**config.mk**
```make
export PLATFORM = sky130hd
export DESIGN_NAME = nearest_ray_box_hit_top
export DESIGN_NICKNAME = d
export VERILOG_FILES = /design/src/rtl/core/nrbh_pkg.sv /design/src/rtl/core/nrbh_div.sv /design/src/rtl/core/nrbh_impact.sv /design/src/rtl/core/nearest_ray_box_hit_top.sv
export SDC_FILE = /design/constraint.sdc
export NUM_CORES = 2
export LEC_CHECK = 0
export BUFFER_PORTS_ARGS = -buffer_cell sky130_fd_sc_hd__clkbuf_2
export CAP_MARGIN = 10
export CORE_AREA = 2 2 273 544
export CTS_CLUSTER_DIAMETER = 50
export CTS_CLUSTER_SIZE = 28
export DETAILED_ROUTE_END_ITERATION = 8
export DIE_AREA = 0 0 275 546
export PLACE_DENSITY = 0.75
export SYNTH_ARGS = -nofsm -noshare
export SYNTH_HDL_FRONTEND = slang
export SYNTH_HIERARCHICAL = 1
export SYNTH_SLANG_ARGS = --single-unit
```
**constraint.sdc**
```tcl
create_clock -name aclk -period 12.1 [get_ports aclk]
set_clock_uncertainty 0.05 [all_clocks]
set_input_delay 0.605 -clock aclk [delete_from_list [all_inputs] [get_ports aclk]]
set_output_delay 0.605 -clock aclk [all_outputs]
set_load 0.02 [all_outputs]
```
**src/rtl/core/nrbh_pkg.sv**
```systemverilog
// Shared types, widths and the helper function of the nearest ray-box hit block.
package nrbh_pkg;

    localparam int DEFAULT_COORD_BITS = 32;
    localparam int DEFAULT_OWNER_BITS = 8;

    // Coordinates after extension hold the 32-bit field at any coordinate width.
    localparam int EXT_W   = 33;
    localparam int DIFF_W  = EXT_W + 1;
    localparam int AIM_W   = 18;
    localparam int DIST_W  = 31;
    localparam int FRAC_W  = 16;
    // Signed slab distance: magnitude below 2^(DIFF_W-1+FRAC_W), plus sign.
    localparam int T_W     = DIFF_W + FRAC_W + 1;
    localparam int CFG_IDX_W = 3;
    localparam int CFG_DATA_W = 32;

    localparam logic [CFG_IDX_W-1:0] REG_ORIGIN_X = 3'd0;
    localparam logic [CFG_IDX_W-1:0] REG_ORIGIN_Y = 3'd1;
    localparam logic [CFG_IDX_W-1:0] REG_ORIGIN_Z = 3'd2;
    localparam logic [CFG_IDX_W-1:0] REG_AIM_X    = 3'd3;
    localparam logic [CFG_IDX_W-1:0] REG_AIM_Y    = 3'd4;
    localparam logic [CFG_IDX_W-1:0] REG_AIM_Z    = 3'd5;
    localparam logic [CFG_IDX_W-1:0] REG_MAX_DIST = 3'd6;

    typedef struct packed {
        logic               box_present;
        logic signed [31:0] box_min_x;
        logic signed [31:0] box_min_y;
        logic signed [31:0] box_min_z;
        logic signed [31:0] box_max_x;
        logic signed [31:0] box_max_y;
        logic signed [31:0] box_max_z;
        logic [7:0]         owner;
        logic               last_item;
        logic               terrain_hit;
        logic [30:0]        terrain_distance;
    } in_t;

    typedef struct packed {
        logic               victim_found;
        logic [7:0]         victim;
        logic               terrain_won;
        logic [30:0]        hit_distance;
        logic signed [31:0] impact_x;
        logic signed [31:0] impact_y;
        logic signed [31:0] impact_z;
    } out_t;

    // Control tag that travels with one axis through the impact pipeline.
    typedef struct packed {
        logic       valid;
        logic [1:0] axis;
    } imp_tag_t;

    // Interprets a 32-bit word at the given coordinate width. Widths above 32
    // see the word as a positive number, since its upper bits are zero.
    function automatic logic signed [EXT_W-1:0] coord_ext(logic [31:0] v, int bits);
        logic [EXT_W-1:0] r;
        r = {1'b0, v};
        for (int i = 0; i < EXT_W; i++) begin
            if (bits <= 32 && i >= bits) begin
                r[i] = v[bits-1];
            end
        end
        return $signed(r);
    endfunction

endpackage

```
**src/rtl/core/nrbh_div.sv**
```systemverilog
// Iterative signed divider that forms (num * 2^16) / den, rounded toward zero.
module nrbh_div (
    input  logic                               aclk,
    input  logic                               aresetn,
    input  logic                               start,
    input  logic signed [nrbh_pkg::DIFF_W-1:0] num,
    input  logic signed [nrbh_pkg::AIM_W-1:0]  den,
    output logic                               done,
    output logic signed [nrbh_pkg::T_W-1:0]    quot
);
    import nrbh_pkg::*;

    localparam int RADIX_BITS = 4;
    localparam int MAG_W      = DIFF_W - 1;
    localparam int DVD_RAW    = MAG_W + FRAC_W;
    localparam int DVD_W      = ((DVD_RAW + RADIX_BITS - 1) / RADIX_BITS) * RADIX_BITS;
    localparam int STEPS      = DVD_W / RADIX_BITS;
    localparam int CNT_W      = $clog2(STEPS);
    localparam int REM_W      = AIM_W;

    logic [DVD_W-1:0] dvd_reg, dvd_next;
    logic [DVD_W-1:0] q_reg, q_next;
    logic [REM_W-1:0] rem_reg, rem_next;
    logic [REM_W-1:0] dv_reg;
    logic             neg_reg;
    logic             busy_reg;
    logic             done_reg;
    logic [CNT_W-1:0] cnt_reg;
    logic signed [T_W-1:0] quot_reg;

    logic [MAG_W-1:0] num_mag;
    logic [REM_W-1:0] den_mag;
    logic [DIFF_W-1:0] num_abs;
    logic [AIM_W-1:0]  den_abs;

    assign num_abs = num[DIFF_W-1] ? DIFF_W'(-num) : DIFF_W'(num);
    assign den_abs = den[AIM_W-1] ? AIM_W'(-den) : AIM_W'(den);
    assign num_mag = num_abs[MAG_W-1:0];
    assign den_mag = den_abs;

    // Four restoring steps per cycle on the narrow remainder.
    always_comb begin
        logic [REM_W:0] trial;
        logic           qbit;
        rem_next = rem_reg;
        dvd_next = dvd_reg;
        q_next   = q_reg;
        for (int i = 0; i < RADIX_BITS; i++) begin
            trial    = {rem_next, dvd_next[DVD_W-1]};
            dvd_next = {dvd_next[DVD_W-2:0], 1'b0};
            qbit     = (trial >= {1'b0, dv_reg});
            if (qbit) begin
                trial = trial - {1'b0, dv_reg};
            end
            rem_next = trial[REM_W-1:0];
            q_next   = {q_next[DVD_W-2:0], qbit};
        end
    end

    always_ff @(posedge aclk) begin
        if (!aresetn) begin
            busy_reg <= 1'b0;
            done_reg <= 1'b0;
            cnt_reg  <= '0;
        end else begin
            done_reg <= 1'b0;
            if (start) begin
                busy_reg <= 1'b1;
                cnt_reg  <= '0;
                dvd_reg  <= {{(DVD_W-DVD_RAW){1'b0}}, num_mag, {FRAC_W{1'b0}}};
                rem_reg  <= '0;
                q_reg    <= '0;
                dv_reg   <= den_mag;
                neg_reg  <= num[DIFF_W-1] ^ den[AIM_W-1];
            end else if (busy_reg) begin
                dvd_reg <= dvd_next;
                rem_reg <= rem_next;
                q_reg   <= q_next;
                cnt_reg <= cnt_reg + CNT_W'(1);
                if (cnt_reg == CNT_W'(STEPS - 1)) begin
                    busy_reg <= 1'b0;
                    done_reg <= 1'b1;
                    quot_reg <= neg_reg ? -$signed(q_next[T_W-1:0])
                                        : $signed(q_next[T_W-1:0]);
                end
            end
        end
    end

    assign done = done_reg;
    assign quot = quot_reg;

endmodule

```
**src/rtl/core/nrbh_impact.sv**
```systemverilog
// Two-stage impact unit: origin plus aim times distance over 2^16, saturated.
module nrbh_impact #(
    parameter int COORD_BITS = nrbh_pkg::DEFAULT_COORD_BITS
) (
    input  logic                               aclk,
    input  logic                               aresetn,
    input  nrbh_pkg::imp_tag_t                 tag_in,
    input  logic signed [nrbh_pkg::AIM_W-1:0]  aim,
    input  logic [nrbh_pkg::DIST_W-1:0]        distance,
    input  logic signed [nrbh_pkg::EXT_W-1:0]  origin,
    output nrbh_pkg::imp_tag_t                 tag_out,
    output logic signed [31:0]                 value
);
    import nrbh_pkg::*;

    localparam int PROD_W   = AIM_W + DIST_W + 1;
    localparam int SUM_W    = 48;
    localparam int SAT_BITS = (COORD_BITS < 32) ? COORD_BITS : 32;
    localparam logic signed [SUM_W-1:0] SAT_HI = (48'sh1 <<< (SAT_BITS - 1)) - 48'sh1;
    localparam logic signed [SUM_W-1:0] SAT_LO = -SAT_HI - 48'sh1;

    imp_tag_t                 tag1_reg, tag2_reg;
    logic signed [PROD_W-1:0] prod_reg;
    logic signed [EXT_W-1:0]  origin_reg;
    logic signed [31:0]       value_reg;

    logic signed [PROD_W-1:0] adj;
    logic signed [PROD_W-1:0] quo;
    logic signed [SUM_W-1:0]  sum;
    logic signed [SUM_W-1:0]  sat;

    // Truncating division by 2^16: bias negative products before the shift.
    assign adj = prod_reg + (prod_reg[PROD_W-1] ? $signed(PROD_W'(16'hFFFF))
                                                : $signed(PROD_W'(0)));
    assign quo = adj >>> FRAC_W;
    assign sum = SUM_W'(origin_reg) + SUM_W'(quo);
    assign sat = (sum > SAT_HI) ? SAT_HI : ((sum < SAT_LO) ? SAT_LO : sum);

    always_ff @(posedge aclk) begin
        if (!aresetn) begin
            tag1_reg <= '0;
            tag2_reg <= '0;
        end else begin
            tag1_reg <= tag_in;
            tag2_reg <= tag1_reg;
        end
        prod_reg   <= aim * $signed({1'b0, distance});
        origin_reg <= origin;
        value_reg  <= sat[31:0];
    end

    assign tag_out = tag2_reg;
    assign value   = value_reg;

endmodule

```
**src/rtl/core/nearest_ray_box_hit_top.sv**
```systemverilog
// Top level of the nearest ray-box hit block: sequencer, shot state and ports.
// Flow: an item without a box goes straight to the update; a box with no parallel axis
// runs six slab divisions, one after another on the one shared divider, plus sequencing;
// a parallel axis needs no division, only a check of the origin against the slabs.
// Throughput: one transaction at a time; s_ready is high only while the sequencer idles.
// After a last item, resolution and the impact unit run before the result is offered.
// Reset (aresetn, synchronous, active low) restores the register defaults and clears
// the running best and the output valid.
module nearest_ray_box_hit_top #(
    parameter int COORD_BITS = nrbh_pkg::DEFAULT_COORD_BITS,
    parameter int OWNER_BITS = nrbh_pkg::DEFAULT_OWNER_BITS
) (
    input  logic                              aclk,
    input  logic                              aresetn,
    input  logic                              s_valid,
    output logic                              s_ready,
    input  nrbh_pkg::in_t                     s_data,
    output logic                              m_valid,
    input  logic                              m_ready,
    output nrbh_pkg::out_t                    m_data,
    input  logic                              cfg_valid,
    output logic                              cfg_ready,
    input  logic [nrbh_pkg::CFG_IDX_W-1:0]    cfg_index,
    input  logic [nrbh_pkg::CFG_DATA_W-1:0]   cfg_data
);
    import nrbh_pkg::*;

    localparam logic [7:0] OWN_MASK =
        (OWNER_BITS >= 8) ? 8'hFF : 8'((32'd1 << OWNER_BITS) - 32'd1);

    localparam logic [3:0] ST_IDLE    = 4'd0;
    localparam logic [3:0] ST_AXIS    = 4'd1;
    localparam logic [3:0] ST_DIV0    = 4'd2;
    localparam logic [3:0] ST_DIV1    = 4'd3;
    localparam logic [3:0] ST_SLAB    = 4'd4;
    localparam logic [3:0] ST_UPDATE  = 4'd5;
    localparam logic [3:0] ST_RESOLVE = 4'd6;
    localparam logic [3:0] ST_IMP     = 4'd7;
    localparam logic [3:0] ST_EMIT    = 4'd8;

    // Configuration registers. The user must write them only while idle; the block does not enforce it.
    logic signed [EXT_W-1:0] origin_x_reg, origin_y_reg, origin_z_reg;
    logic signed [AIM_W-1:0] aim_x_reg, aim_y_reg, aim_z_reg;
    logic [DIST_W-1:0]       max_dist_reg;

    // Shot state. While no box is stored the running best is the maximum distance.
    logic [DIST_W-1:0] best_dist_reg;
    logic [7:0]        best_owner_reg;
    logic              owner_valid_reg;

    // Per-transaction working registers.
    logic [3:0]        state_reg;
    in_t               item_reg;
    logic [1:0]        axis_reg;
    logic              hit_reg;
    logic signed [T_W-1:0] enter_reg, exit_reg, t0_reg;
    logic [2:0]        imp_cnt_reg;

    // Resolved result, filled in before the output register is loaded.
    out_t              res_reg;
    logic              m_valid_reg;
    out_t              m_data_reg;

    logic signed [EXT_W-1:0] cur_o, cur_lo, cur_hi;
    logic signed [AIM_W-1:0] cur_d;
    logic [DIST_W-1:0]       running_best;

    logic                    div_start;
    logic signed [DIFF_W-1:0] div_num;
    logic                    div_done;
    logic signed [T_W-1:0]   div_quot;

    logic signed [T_W-1:0]   t_lo, t_hi, enter_new, exit_new;

    imp_tag_t                imp_tag_in, imp_tag_out;
    logic signed [AIM_W-1:0] imp_aim;
    logic signed [EXT_W-1:0] imp_origin;
    logic signed [31:0]      imp_value;

    assign running_best = owner_valid_reg ? best_dist_reg : max_dist_reg;

    // Operands of the axis under test.
    always_comb begin
        case (axis_reg)
            2'd0: begin
                cur_o  = origin_x_reg;
                cur_d  = aim_x_reg;
                cur_lo = coord_ext(item_reg.box_min_x, COORD_BITS);
                cur_hi = coord_ext(item_reg.box_max_x, COORD_BITS);
            end
            2'd1: begin
                cur_o  = origin_y_reg;
                cur_d  = aim_y_reg;
                cur_lo = coord_ext(item_reg.box_min_y, COORD_BITS);
                cur_hi = coord_ext(item_reg.box_max_y, COORD_BITS);
            end
            2'd2: begin
                cur_o  = origin_z_reg;
                cur_d  = aim_z_reg;
                cur_lo = coord_ext(item_reg.box_min_z, COORD_BITS);
                cur_hi = coord_ext(item_reg.box_max_z, COORD_BITS);
            end
            default: begin
                cur_o  = origin_x_reg;
                cur_d  = aim_x_reg;
                cur_lo = coord_ext(item_reg.box_min_x, COORD_BITS);
                cur_hi = coord_ext(item_reg.box_max_x, COORD_BITS);
            end
        endcase
    end

    // The lower slab is divided first, the upper one as soon as it finishes.
    assign div_start = ((state_reg == ST_AXIS) && (cur_d != '0)) ||
                       ((state_reg == ST_DIV0) && div_done);
    assign div_num   = (state_reg == ST_AXIS) ? DIFF_W'(cur_lo) - DIFF_W'(cur_o)
                                              : DIFF_W'(cur_hi) - DIFF_W'(cur_o);

    nrbh_div u_div (
        .aclk    (aclk),
        .aresetn (aresetn),
        .start   (div_start),
        .num     (div_num),
        .den     (cur_d),
        .done    (div_done),
        .quot    (div_quot)
    );

    // Order the two slab distances and narrow the running interval.
    assign t_lo      = (t0_reg > div_quot) ? div_quot : t0_reg;
    assign t_hi      = (t0_reg > div_quot) ? t0_reg : div_quot;
    assign enter_new = (t_lo > enter_reg) ? t_lo : enter_reg;
    assign exit_new  = (t_hi < exit_reg) ? t_hi : exit_reg;

    // The impact unit gets the three axes in consecutive cycles.
    always_comb begin
        imp_tag_in.valid = (state_reg == ST_IMP) && (imp_cnt_reg < 3'd3);
        imp_tag_in.axis  = imp_cnt_reg[1:0];
        case (imp_cnt_reg[1:0])
            2'd0: begin
                imp_aim    = aim_x_reg;
                imp_origin = origin_x_reg;
            end
            2'd1: begin
                imp_aim    = aim_y_reg;
                imp_origin = origin_y_reg;
            end
            default: begin
                imp_aim    = aim_z_reg;
                imp_origin = origin_z_reg;
            end
        endcase
    end

    nrbh_impact #(
        .COORD_BITS (COORD_BITS)
    ) u_impact (
        .aclk     (aclk),
        .aresetn  (aresetn),
        .tag_in   (imp_tag_in),
        .aim      (imp_aim),
        .distance (res_reg.hit_distance),
        .origin   (imp_origin),
        .tag_out  (imp_tag_out),
        .value    (imp_value)
    );

    // Configuration writes.
    always_ff @(posedge aclk) begin
        if (!aresetn) begin
            origin_x_reg <= '0;
            origin_y_reg <= '0;
            origin_z_reg <= '0;
            aim_x_reg    <= 18'sd65536;
            aim_y_reg    <= '0;
            aim_z_reg    <= '0;
            max_dist_reg <= '0;
        end else if (cfg_valid) begin
            case (cfg_index)
                REG_ORIGIN_X: origin_x_reg <= coord_ext(cfg_data, COORD_BITS);
                REG_ORIGIN_Y: origin_y_reg <= coord_ext(cfg_data, COORD_BITS);
                REG_ORIGIN_Z: origin_z_reg <= coord_ext(cfg_data, COORD_BITS);
                REG_AIM_X:    aim_x_reg    <= $signed(cfg_data[AIM_W-1:0]);
                REG_AIM_Y:    aim_y_reg    <= $signed(cfg_data[AIM_W-1:0]);
                REG_AIM_Z:    aim_z_reg    <= $signed(cfg_data[AIM_W-1:0]);
                REG_MAX_DIST: max_dist_reg <= cfg_data[DIST_W-1:0];
                default: ;
            endcase
        end
    end

    // Sequencer. A box walks the three axes; a parallel axis needs no division,
    // only a check that the origin lies between the two slabs.
    always_ff @(posedge aclk) begin
        if (!aresetn) begin
            state_reg       <= ST_IDLE;
            owner_valid_reg <= 1'b0;
            best_owner_reg  <= '0;
            best_dist_reg   <= '0;
            m_valid_reg     <= 1'b0;
            imp_cnt_reg     <= '0;
        end else begin
            // While a result waits in the emit state, that state owns the output valid.
            if (m_valid_reg && m_ready && (state_reg != ST_EMIT)) begin
                m_valid_reg <= 1'b0;
            end
            if (imp_tag_out.valid) begin
                case (imp_tag_out.axis)
                    2'd0:    res_reg.impact_x <= imp_value;
                    2'd1:    res_reg.impact_y <= imp_value;
                    default: res_reg.impact_z <= imp_value;
                endcase
            end
            case (state_reg)
                ST_IDLE: begin
                    if (s_valid) begin
                        item_reg  <= s_data;
                        axis_reg  <= 2'd0;
                        hit_reg   <= 1'b0;
                        enter_reg <= '0;
                        exit_reg  <= T_W'(max_dist_reg);
                        state_reg <= s_data.box_present ? ST_AXIS : ST_UPDATE;
                    end
                end
                ST_AXIS: begin
                    if (cur_d != '0) begin
                        state_reg <= ST_DIV0;
                    end else if (cur_o < cur_lo || cur_o > cur_hi) begin
                        hit_reg   <= 1'b0;
                        state_reg <= ST_UPDATE;
                    end else if (axis_reg == 2'd2) begin
                        hit_reg   <= 1'b1;
                        state_reg <= ST_UPDATE;
                    end else begin
                        axis_reg <= axis_reg + 2'd1;
                    end
                end
                ST_DIV0: begin
                    if (div_done) begin
                        t0_reg    <= div_quot;
                        state_reg <= ST_DIV1;
                    end
                end
                ST_DIV1: begin
                    if (div_done) begin
                        enter_reg <= enter_new;
                        exit_reg  <= exit_new;
                        state_reg <= ST_SLAB;
                    end
                end
                ST_SLAB: begin
                    if (enter_reg > exit_reg) begin
                        hit_reg   <= 1'b0;
                        state_reg <= ST_UPDATE;
                    end else if (axis_reg == 2'd2) begin
                        hit_reg   <= 1'b1;
                        state_reg <= ST_UPDATE;
                    end else begin
                        axis_reg  <= axis_reg + 2'd1;
                        state_reg <= ST_AXIS;
                    end
                end
                ST_UPDATE: begin
                    // Only a strictly closer box replaces the running best.
                    if (hit_reg && (enter_reg < T_W'(running_best))) begin
                        best_dist_reg   <= enter_reg[DIST_W-1:0];
                        best_owner_reg  <= item_reg.owner & OWN_MASK;
                        owner_valid_reg <= 1'b1;
                    end
                    state_reg <= item_reg.last_item ? ST_RESOLVE : ST_IDLE;
                end
                ST_RESOLVE: begin
                    // Terrain wins ties with the best box.
                    if (item_reg.terrain_hit && (item_reg.terrain_distance <= running_best)) begin
                        res_reg.victim_found <= 1'b0;
                        res_reg.victim       <= '0;
                        res_reg.terrain_won  <= 1'b1;
                        res_reg.hit_distance <= item_reg.terrain_distance;
                    end else begin
                        res_reg.victim_found <= owner_valid_reg;
                        res_reg.victim       <= owner_valid_reg ? best_owner_reg : 8'd0;
                        res_reg.terrain_won  <= 1'b0;
                        res_reg.hit_distance <= running_best;
                    end
                    imp_cnt_reg <= '0;
                    state_reg   <= ST_IMP;
                end
                ST_IMP: begin
                    imp_cnt_reg <= imp_cnt_reg + 3'd1;
                    if (imp_cnt_reg == 3'd4) begin
                        state_reg <= ST_EMIT;
                    end
                end
                ST_EMIT: begin
                    // The result waits here until the output register is free.
                    if (!m_valid_reg || m_ready) begin
                        m_data_reg      <= res_reg;
                        m_valid_reg     <= 1'b1;
                        owner_valid_reg <= 1'b0;
                        best_owner_reg  <= '0;
                        best_dist_reg   <= max_dist_reg;
                        state_reg       <= ST_IDLE;
                    end
                end
                default: state_reg <= ST_IDLE;
            endcase
        end
    end

    assign s_ready   = (state_reg == ST_IDLE);
    assign cfg_ready = 1'b1;
    assign m_valid   = m_valid_reg;
    assign m_data    = m_data_reg;

endmodule
```
==> results.yml <==
floorplan:
  fp.dieH_um: 546
  num_rows: 199
  coreArea_um2: 146000
  initial_core_util_pct: 54.5
  die_w_um: 275
  die_area_um2: 150000
  ios: 414
logic_synthesis:
  syn_area_per_cell_um2: 10.2
  ys.flop_type: "edfxtp_1"
  syn_area_um2: 79800
  synthCells: 7837
  synth-edff-count: 834
  synthArstFlopShare_pct: 0
  synth.ff_latch_count: 1190
  seq_area_frac_synth_pct: 40.3
  syn_nets: 9203
  yosysUniqueCellTypes: 97
  yosysWarnings: 6
detailed_routing:
  wirelength_mm: 242
  drt-pass1-iter-count: 9
  vias_per_cell: 5.93
  drc: 0
  ant_nets: 0
  avgRoutedWirePerCell_um: 23.4
  vias: 61200
  dr.first_iter.drc_count: 5754
clock_network:
  clk_latency_ns: 0.74
  path_clk_slew_ns: 0.11
  cts-buffers-inserted: 88
  cts_tree: "done"
  cts_sinks: 1190
  cts.htree.levels: 3
  clockBufferDepth: 3
  cts_root_buf: "clkbuf_16"
worst_setup_path:
  crit_arrival_ns: 11.88
  worst_setup_path_end_kind: "flop"
  cp_max_fo: 17
  start_kind: "flop"
  cpPeakStageDelay_ns: 0.40
  reg2reg_slack_ns: 0.64
  cp_slowest_cell: "o41ai_2"
  path_class: "reg2reg"
  required_ns: 12.52
timing:
  fin_hold_ws_ns: 0.0376
  fmax_mhz: 87.2
  rsz0062_at_grt: "false"
  slew_headroom_pct: 5.43
  setup_viol_count_final: 0
  finalHoldViolCount: 0
  slew_violations: 0
  post-route-period-util_pct: 94.7
  post-route-min-period_ns: 11.46
  tns_ns: 0
  worstMarginPinSlew_ns: 1.40
flow_run:
  maxCapViolCount: 0
placement:
  placed_cells: 9939
  numPortBuffers: 412
  hpwl_mm: 179
  gp_congestion: 0.980
min_path:
  hold_path_class: "in2reg"
global_route:
  grt_max_degree: 99
  grtUsageTotal_pct: 32.0
  antenna_found_initial: 12
  grt_overflow: 0
  grt_pass1_wl_mm: 365
  grt_pass1_vias: 61000
cells_and_area:
  drive_above_1_share_pct: 11.5
  final_util_pct: 61.3
  area.growth.synth_to_final_pct: 12.5
  stdcell_count: 10300
  nets: 9706
  fillers: 11800
  largest_reg_flops: 233
status:
  status: "finished, final reports clean"
layout by cell type (no fill, tap or decap), types with 89 or more instances in the layout:
master	n
a21o_1	162
a21oi_1	580
a22oi_1	166
and2_1	225
buf_4	145
clkbuf_16	89
clkbuf_2	412
dfxtp_1	355
dlygate4sd3_1	218
edfxtp_1	834
fa_1	471
ha_1	616
inv_1	774
mux2_2	146
nand2_1	1142
nand4_1	91
nor2_1	297
nor2b_1	111
o21ai_0	243
xnor2_1	209
xor2_1	102
path summary, 6_finish.rpt:
kind	from	to	cells after the start
worst max-delay path	u_div/dv_reg[2]	u_div/quot[46]	50
worst min-delay path	s_data[185]	item_reg[185]	1
worst max register to register	u_div/dv_reg[2]	u_div/quot[46]	50
worst min register to register	res_reg[30]	m_data[30]	0
layout make-up:
cell class                 instances  area, um2  share of cell area, %
tap                             1909       2390                   2.66
sequential                      1190      32200                   35.8
multi-input combinational       5508      43600                   48.5
clock buffer                      94       2260                   2.51
clock inverter                    69       1150                   1.28
antenna                            7       17.5                 0.0195
timing repair buffer             776       5350                   5.96
inverter                         776       2920                   3.25
cell usage after synthesis (38+ instances only):
| master | n | share of area, % |
|---|---|---|
| nand3_1 | 88 | 0.55 |
| a22oi_1 | 166 | 1.6 |
| nor2b_1 | 111 | 0.87 |
| edfxtp_1 | 834 | 31 |
| o21a_1 | 43 | 0.40 |
| or3_1 | 38 | 0.30 |
| nand2_1 | 1149 | 5.4 |
| xor2_1 | 102 | 1.1 |
| nor2_1 | 303 | 1.4 |
| and2_1 | 225 | 1.8 |
| inv_1 | 775 | 3.6 |
| mux2i_1 | 78 | 0.98 |
| o211ai_1 | 49 | 0.46 |
| dfxtp_1 | 356 | 8.9 |
| a21o_1 | 162 | 1.5 |
| ha_1 | 621 | 9.7 |
| nand4_1 | 91 | 0.71 |
| xnor2_1 | 209 | 2.3 |
| o21ai_0 | 247 | 1.5 |
| nand2b_1 | 66 | 0.52 |
| fa_1 | 471 | 12 |
| nor3_1 | 62 | 0.39 |
| clkbuf_1 | 313 | 1.5 |
| a21oi_1 | 581 | 3.6 |
| o31ai_1 | 49 | 0.46 |
| mux2_2 | 146 | 2.1 |
layer usage:
metal,vias to the layer above,part of all wire (%),global-route usage (%)
met3,531,7.7,4.48
met2,2857,47,52.2
met4,8,6.8,18.5
met5,-,0.021,0
li1,28100,-,-
met1,29800,38,40.6
cells by family after synthesis:
kind of cell,share of synthesized area [%]
simple gates,13.3
compound gates,12.6
flops,40.3
buf+inv,5.46
fa+ha+maj,21.5
xor+xnor,3.43
mux,3.41
other cells,0.00470
stage by stage:
stage	setup slack, ns	cell area, um2
CTS	0.415	89800
floorplan	0.164	79800
finish	0.636	89800
detailed placement	0.530	84200
global route	0.0179	89800
global placement	0.519	84200
timing repair:
item,CTS,global route
setup buffers,0,2
endpoints found under the hold margin,218,0
hold buffers,218,0
endpoints found under the setup margin,0,34
resized for setup,0,9
worst max-delay path: cells and delay by family, from the launching register on:
kind	cells	cell delay (ns)
buffers and inverters	9	1.55
xor gates and xnor gates	1	0.09
DFF	1	0.39
AOI/OAI and AO/OA	23	4.92
muxes	3	0.95
adders and majority gates	5	1.32
and+or+nand+nor	9	1.88
Power is not shown: default switching activity piles up to over one toggle a cycle in this logic, so the estimate is an artifact.
